--- config.mk ---
export PLATFORM = sky130hd
export DESIGN_NAME = pl0_div
export DESIGN_NICKNAME = d
export VERILOG_FILES = /design/src/sv/pl0_pkg.sv /design/src/sv/pl0_div.sv
export SDC_FILE = /design/constraint.sdc
export NUM_CORES = 1
export LEC_CHECK = 0
export BUFFER_PORTS_ARGS = -buffer_cell sky130_fd_sc_hd__buf_2
export CAP_MARGIN = 15
export CORE_MARGIN = 2
export CORE_UTILIZATION = 45
export CTS_BUF_LIST = sky130_fd_sc_hd__clkbuf_16
export CTS_CLUSTER_DIAMETER = 120
export DETAILED_ROUTE_END_ITERATION = 10
export PLACE_DENSITY_LB_ADDON = 0.15
export SYNTH_ARGS = -nofsm -noshare
export SYNTH_HDL_FRONTEND = slang
export SYNTH_SLANG_ARGS = --single-unit
--- constraint.sdc ---
create_clock -name clk_i -period 3.9 [get_ports clk_i]
set_input_delay 0.39 -clock clk_i [delete_from_list [all_inputs] [get_ports clk_i]]
set_output_delay 0.39 -clock clk_i [all_outputs]
set_load 0.01 [all_outputs]
--- src/sv/pl0_pkg.sv ---
package pl0_pkg;

  typedef enum logic [4:0] {
    OP_NEG   = 5'd0,
    OP_ODD   = 5'd1,
    OP_ADD   = 5'd2,
    OP_SUB   = 5'd3,
    OP_MUL   = 5'd4,
    OP_DIV   = 5'd5,
    OP_EQU   = 5'd6,
    OP_NEQ   = 5'd7,
    OP_LT    = 5'd8,
    OP_GTE   = 5'd9,
    OP_GT    = 5'd10,
    OP_LTE   = 5'd11,
    OP_PUSHC = 5'd12,
    OP_PUSHV = 5'd13,
    OP_POP   = 5'd14,
    OP_CALL  = 5'd15,
    OP_RET   = 5'd16,
    OP_ENTER = 5'd17,
    OP_JUMP  = 5'd18,
    OP_JNEQ  = 5'd19
  } opcode_e;

  typedef enum logic [1:0] {
    ST_OK    = 2'd0,
    ST_BADOP = 2'd1,
    ST_DIVZ  = 2'd2,
    ST_BOUND = 2'd3
  } status_e;

  localparam int unsigned ReqTypeWidth  = 5;
  localparam int unsigned LevelWidth    = 4;
  localparam int unsigned OperandWidth  = 32;
  localparam int unsigned OutPcWidth    = 16;
  localparam int unsigned OutAddrWidth  = 10;
  localparam int unsigned OutValueWidth = 32;

  typedef struct packed {
    logic start;
    logic is_signed;
  } div_ctl_t;

  typedef struct packed {
    logic busy;
    logic done;
  } div_sts_t;

endpackage

--- src/sv/pl0_div.sv ---
module pl0_div #(
  parameter int unsigned Width = 32
) (
  input  logic                 clk_i,
  input  logic                 rst_ni,
  input  pl0_pkg::div_ctl_t    ctl_i,
  input  logic [Width-1:0]     dividend_i,
  input  logic [Width-1:0]     divisor_i,
  output pl0_pkg::div_sts_t    sts_o,
  output logic [Width-1:0]     quotient_o
);
  import pl0_pkg::*;

  localparam int unsigned CntWidth = $clog2(Width + 1);

  logic [Width-1:0]    rem_q, rem_d, quo_q, quo_d, dvs_q, dvs_d;
  logic                neg_q, neg_d;
  logic [CntWidth-1:0] cnt_q, cnt_d;
  logic                busy_q, busy_d, done_q, done_d;
  logic [Width:0]      trial;
  logic [Width-1:0]    ua, ub;

  always_comb begin
    ua = (ctl_i.is_signed && dividend_i[Width-1]) ? (~dividend_i + 1'b1) : dividend_i;
    ub = (ctl_i.is_signed && divisor_i[Width-1]) ? (~divisor_i + 1'b1) : divisor_i;
    trial = {rem_q, quo_q[Width-1]} - {1'b0, dvs_q};
    rem_d = rem_q;
    quo_d = quo_q;
    dvs_d = dvs_q;
    neg_d = neg_q;
    cnt_d = cnt_q;
    busy_d = busy_q;
    done_d = 1'b0;
    if (ctl_i.start) begin
      rem_d = '0;
      quo_d = ua;
      dvs_d = ub;
      neg_d = ctl_i.is_signed && (dividend_i[Width-1] ^ divisor_i[Width-1]);
      cnt_d = CntWidth'(Width);
      busy_d = 1'b1;
    end else if (busy_q) begin
      if (!trial[Width]) begin
        rem_d = trial[Width-1:0];
        quo_d = {quo_q[Width-2:0], 1'b1};
      end else begin
        rem_d = {rem_q[Width-2:0], quo_q[Width-1]};
        quo_d = {quo_q[Width-2:0], 1'b0};
      end
      cnt_d = cnt_q - 1'b1;
      if (cnt_q == CntWidth'(1)) begin
        busy_d = 1'b0;
        done_d = 1'b1;
      end
    end
  end

  always_ff @(posedge clk_i or negedge rst_ni) begin
    if (!rst_ni) begin
      busy_q <= 1'b0;
      done_q <= 1'b0;
      cnt_q <= '0;
    end else begin
      busy_q <= busy_d;
      done_q <= done_d;
      cnt_q <= cnt_d;
    end
  end

  always_ff @(posedge clk_i) begin
    rem_q <= rem_d;
    quo_q <= quo_d;
    dvs_q <= dvs_d;
    neg_q <= neg_d;
  end

  assign sts_o.busy = busy_q;
  assign sts_o.done = done_q;
  assign quotient_o = neg_q ? (~quo_q + 1'b1) : quo_q;

endmodule

==> results.ini, run 1 <==
[status]
status = finished clean

[floorplanning]
io_pins = 102
dieArea_um2 = 18700
die_w_um = 137
initial_core_util = 0.460
die_height_um = 137
core_area_um2 = 17200
num_rows = 48

[synth]
synth-seq-cells = 105
yosysMostFrequentCell = nor2_1
synth_area_leader_cell = edfxtp_1
yosysSeqAreaShare = 0.352
synthCells = 914
synthTopCellsByCount = nor2_1 (110), a21oi_1 (91), xnor2_1 (90)
syn_nets = 1020
synth.distinct_cells = 66
synthFlopType = edfxtp_1
syn_area_per_cell_um2 = 8.68
synth-edff-count = 65
synth_top_area_share = 0.246
netlist_area_um2 = 7930
ys_warn_count = 0
ys_top_cells_by_area = edfxtp_1 (25%), xnor2_1 (9.9%), dfxtp_1 (8.1%)
async_reset_ff_frac = 0.0762

[sta]
fmax_mhz = 266
slew_headroom = 0.323
grt_setup_unrepaired = false
tightest_slew_ps = 1020
fin_setup_tns_ps = 0
fin_crit_sh = 0.962
hold_violations = 0
setup_violations = 0
slew_viol_final = 0
fin_skew_ps = 9.68
fin_crit_ps = 3750

[hold_path]
holdCritStartpoint = divisor_i[0]
worstHoldPathType = primary input to flop

[flow_run]
maxCapViolCount = 0

[worst_setup_path]
r2r-start = quo_q[31]
required_ps = 3510
arrival_ps = 3360
start_kind = flop
worstSetupPathType = flop to output pin
endpoint_kind = output pin
critPathLaunch = quo_q[3]
cp_max_fo = 5

[clock_tree]
htree_levels = 3
clockBufferDepth = 2
post_cts_buffers = 0
tritoncts = yes
clkSinkCount = 105
path_clk_slew_ps = 70
clock_latency_ps = 350
cts_made_buffers = 9
clock-root-buffer = clkbuf_16

[routing]
drcViolationCount = 0
ant_nets = 0
drtPass1Iterations = 5
viasPerCell = 5.40
vias = 6594
drt_iter0_markers = 414
routed_wl_um = 18500
wl_per_cell_um = 15.2

[pwr]
seqPwrFrac = 0.415
power_density_nw_per_um2 = 417
combPwrFrac = 0.364
leakage_nw = 3.52
p_total_mw = 3.70
ir_drop_mv = 0.236
intPower_mw = 2.40
swShare = 0.353
clockPowerShare = 0.222
p_sw_mw = 1.31

[cells_and_area]
design_area_um2 = 8890
area_delta_synth_final_pct = 12.1
layout.nets = 1098
diodes = 0
drive_gt1_frac = 0.147
final_util = 0.516

[grt]
antenna_found_initial = 0
track_usage = 0.204
grt_use_met3 = 0.0444
gr-max-usage-layer = met2
grt_pass1_wl_um = 30400
met1_usage = 0.289
grt_max_degree = 58
grt_pass1_vias = 6145
use_met2 = 0.323
gr-total-overflow = 0

[placed_design]
io_buffers = 101
gp_congestion = 0.888
dpl.hpwl_um = 13900
place_area_um2 = 8610

logic make-up (layout without fill, tap and decap cells):
logic type | count (synthesis) | in the layout | synth area share
muxes | 30 | 30 | 0.0380
adders and majority gates | 38 | 38 | 0.0609
xor gates and xnor gates | 123 | 123 | 0.138
DFF | 105 | 105 | 0.352
AOI/OAI and AO/OA | 240 | 240 | 0.190
and+or+nand+nor | 279 | 279 | 0.171
buffers and inverters | 99 | 182 | 0.0500
cell type report:
cell class              count  area [um^2]
flip-flops and latches    105         2790
fillers                  1633         8340
clock inverters             7         28.8
multi-input cells         710         4760
well taps                 225          282
repair buffers            111          598
inverters                  55          206
clock buffers               9          225
stage by stage:
step | setup WS, ps | hold slack (ps) | instances
2_1_floorplan | 828 | 94.4 | 914
3_3_place_gp | 444 | 242 | 1205
3_5_place_dp | 297 | 244 | 1205
4_1_cts | 135 | 292 | 1222
5_1_grt | 0.871 | 298 | 1222
6_report | 147 | 309 | 1222
worst max-delay path, stage by stage (launching register included):
cell and delay (ps):
edfxtp_1 450, nor2_2 150, nand4b_1 150, or3_4 370
or4_4 470, or3_4 390, or4_4 450, o21ai_0 200
xnor2_1 190, buf_2 180
cell usage in the layout (no fill, tap or decap), types with 7 or more instances in the layout:
cell,synthesis,routed
clkbuf_16,0,9
nor3_1,19,19
nand2_1,60,60
or3_1,9,9
nand3_1,8,8
xnor2_1,90,90
o31ai_1,20,19
edfxtp_1,65,65
o41ai_1,7,7
mux2i_1,29,29
nand2b_1,12,12
ha_1,37,37
a211oi_1,31,31
inv_1,55,56
nor2_1,110,110
buf_2,1,100
nor4_1,10,9
a21o_1,11,11
a31oi_1,7,7
dfxtp_1,32,32
and2_1,7,7
xor2_1,32,32
dfrtp_1,8,7
nand4_1,7,7
a21oi_1,91,91
buf_4,6,9
o21ai_0,40,40
layer usage:
metal / part of all wire / vias to the layer above
li1: - / 3417
met1: 0.49 / 3035
met2: 0.45 / 131
met3: 0.050 / 11
met4: 0.0087 / 0
met5: 0 / -
what timing repair did:
item	in CTS	in global routing
resized for setup	0	3
endpoints found under the setup margin	0	8
hold buffers	1	0
endpoints found under the hold margin	8	0
power groups by stage:
stage	registers, mW	clock network, mW	logic [mW]
detailed placement	1.55	0	1.34
global route	1.56	0.887	1.51
global placement	1.55	0	1.33
CTS	1.53	0.849	1.35
floorplan	1.50	0	1.03
finish	1.54	0.822	1.35
sequential cells by signal, summed over array words and instances, names as in the netlist:
register and cells:
busy_q 1, cnt_q 6, done_q 1, dvs_q 32
neg_q 1, quo_q 32, rem_q 32
worst paths after layout:
kind | endpoint | slack [ps] | cells past startpoint
min | dvs_q[0] | 310 | 1
min in group asynchronous | cnt_q[2] | 400 | 2
max in group asynchronous | busy_q | 3320 | 2
max | quotient_o[27] | 150 | 9
max reg2reg | rem_q[22] | 380 | 13
min reg2reg | rem_q[4] | 500 | 2
Power figures use the tool's default switching activity.
==> run 2, diff against run 1 <==
--- a/config.mk
+++ b/config.mk
@@ -5,13 +5,13 @@
 export SDC_FILE = /design/constraint.sdc
 export NUM_CORES = 1
 export LEC_CHECK = 0
-export BUFFER_PORTS_ARGS = -buffer_cell sky130_fd_sc_hd__buf_2
 export CAP_MARGIN = 15
 export CORE_MARGIN = 2
 export CORE_UTILIZATION = 45
 export CTS_BUF_LIST = sky130_fd_sc_hd__clkbuf_16
 export CTS_CLUSTER_DIAMETER = 120
 export DETAILED_ROUTE_END_ITERATION = 10
+export DONT_BUFFER_PORTS = 1
 export PLACE_DENSITY_LB_ADDON = 0.15
 export SYNTH_ARGS = -nofsm -noshare
 export SYNTH_HDL_FRONTEND = slang
==> results.ini, run 2 (synthesis results as in run 1) <==
[worst_setup_path]
worst_path_max_delay_cell = edfxtp_1
start_kind = flop
r2r_slack_ps = 300  ; -80 ps
required_ps = 3510  ; about the same
cp_max_fo = 5  ; unchanged
endpoint_kind = output pin
path_cells = inv_1 > nand4b_1 > or3_4 > or4_4 > or3_4 > or4_4 > o41ai_2 > xnor2_1
cp_slowest_stage_delay_ps = 500  ; +30 ps
worstSetupPathType = flop to output pin
arrival_ps = 3310  ; -50 ps

[cells_and_area]
layout_common_cells = nor2_1 (110), a21oi_1 (91), xnor2_1 (90), edfxtp_1 (65), nand2_1 (60)
seq_area_um2 = 2790  ; unchanged
design_area_um2 = 8380  ; -5.8%
diodes = 0  ; unchanged
final_common_cell = nor2_1
layout.nets = 993  ; -9.6%
multi_input_area_um2 = 4750  ; -0.26%
largestRegisters = dvs_q (32), quo_q (32), rem_q (32)
fillers = 1669  ; +2.2%
drive_gt1_frac = 0.0471  ; -0.100
area_delta_synth_final_pct = 5.62

[grt]
grt_max_degree = 134  ; +130%
antenna_found_initial = 0  ; unchanged
gr-total-overflow = 0  ; unchanged
grt_pass1_vias = 5705  ; -7.2%
grt_pass1_wl_um = 29100  ; -4.4%
track_usage = 0.196  ; -0.00805

[clock_tree]
clockBufferDepth = 2  ; unchanged
htree_levels = 3  ; unchanged
clock-root-buffer = clkbuf_16
path_clk_slew_ps = 70  ; about the same
clock_latency_ps = 360  ; about the same
clkSinkCount = 105  ; unchanged
tritoncts = yes
cts_made_buffers = 9  ; unchanged

[pwr]
ir_drop_mv = 0.228  ; -3.3%
leakage_nw = 3.11  ; -12%
p_total_mw = 3.64  ; -1.8%
power_density_nw_per_um2 = 434  ; +4.3%

[status]
status = finished clean

[floorplanning]
die_w_um = 137  ; unchanged
initial_core_util = 0.460  ; unchanged
io_pins = 102  ; unchanged
die_height_um = 137  ; unchanged
dieArea_um2 = 18700  ; unchanged
num_rows = 48  ; unchanged
core_area_um2 = 17200  ; unchanged

[routing]
drcViolationCount = 0  ; unchanged
wl_per_cell_um = 16.2  ; +6.9%
vias = 6198  ; -6.0%
drtPass1Iterations = 5  ; unchanged
ant_nets = 0  ; unchanged
viasPerCell = 5.55  ; +2.8%
drt_iter0_markers = 383  ; -7.5%
routed_wl_um = 18100  ; -2.3%

[sta]
fin_crit_sh = 0.949  ; -0.0131
slew_headroom = 0.310  ; -0.0132
hold_ws_ps = 114  ; -195 ps
fmax_mhz = 270  ; +1.4%
tightest_slew_ps = 1040  ; +19.8 ps
fin_crit_ps = 3700  ; -51.1 ps
hold_violations = 0  ; unchanged
fin_setup_tns_ps = 0  ; unchanged
fin_skew_ps = 5.23  ; -4.45 ps
setup_violations = 0  ; unchanged
grt_setup_unrepaired = false
slew_viol_final = 0  ; unchanged

[flow_run]
maxCapViolCount = 0  ; unchanged

[placed_design]
dpl.hpwl_um = 13400  ; -4.2%
gp_congestion = 0.876  ; -1.4%
io_buffers = 0  ; -100%
place_area_um2 = 8070  ; -6.2%

[hold_path]
worstHoldPathType = primary input to flop

run 2: cell count changes in the layout (fill, tap and decap cells not counted), sizes merged:
| cell | before | now |
|---|---|---|
| inv | 59 | 55 |
| bufinv | 0 | 1 |
| buf | 110 | 5 |
| clkinv | 3 | 6 |
run 2: stage by stage:
stage	util	instances	setup slack, ps
floorplan	-	914	828
global placement	0.468	1100	427
detailed placement	0.468	1100	279
CTS	0.486	1117	183
global route	0.486	1117	1.08
finish	0.486	1117	198
run 2: area by class of cell:
type / count / share of cell area
multi-input cells: 710 / 0.567
repair buffers: 6 / 0.00717
clock inverters: 7 / 0.00732
inverters: 55 / 0.0246
flip-flops and latches: 105 / 0.334
well taps: 225 / 0.0336
clock buffers: 9 / 0.0269
run 2: critical path, delay by kind of cell, from the launching register on:
kind	cells	cell delay, ps
AND/OR/NAND/NOR	5	1830
flip-flops	1	500
XOR/XNOR	1	260
AO/OA/AOI/OAI	1	240
buffers and inverters	1	120
run 2: per-layer routing:
metal  track usage  share of wire  wire (um)  up-vias
li1              -              -          -     3203
met1         0.277           0.48       8760     2861
met2         0.296           0.44       8010      119
met3        0.0515          0.062       1130       15
met5             0              0          0        -
met4        0.0532          0.012        210        0
run 2: what timing repair did:
| action | 4_1_cts | 5_1_grt |
|---|---|---|
| setup endpoints to repair | 0 | 1 |
| hold buffers | 1 | 0 |
| buffers inserted | 0 | 0 |
| endpoints found under the hold margin | 8 | 0 |
| resized for setup | 0 | 1 |
run 2: worst paths after layout:
kind | startpoint | endpoint | cells past startpoint
setup / recovery | quo_q[0] | quotient_o[29] | 8
min in group asynchronous | rst_ni | cnt_q[1] | 1
max in group asynchronous | rst_ni | busy_q | 1
hold / removal | ctl_i[1] | rem_q[7] | 1
hold reg to reg | rem_q[6] | rem_q[6] | 2
setup reg to reg | quo_q[31] | rem_q[18] | 13
run 2: report_power, final:
group / switching (mW) / total (mW) / internal [mW]
Sequential: 0.165 / 1.54 / 1.37
Clock: 0.422 / 0.913 / 0.492
Combinational: 0.661 / 1.19 / 0.527
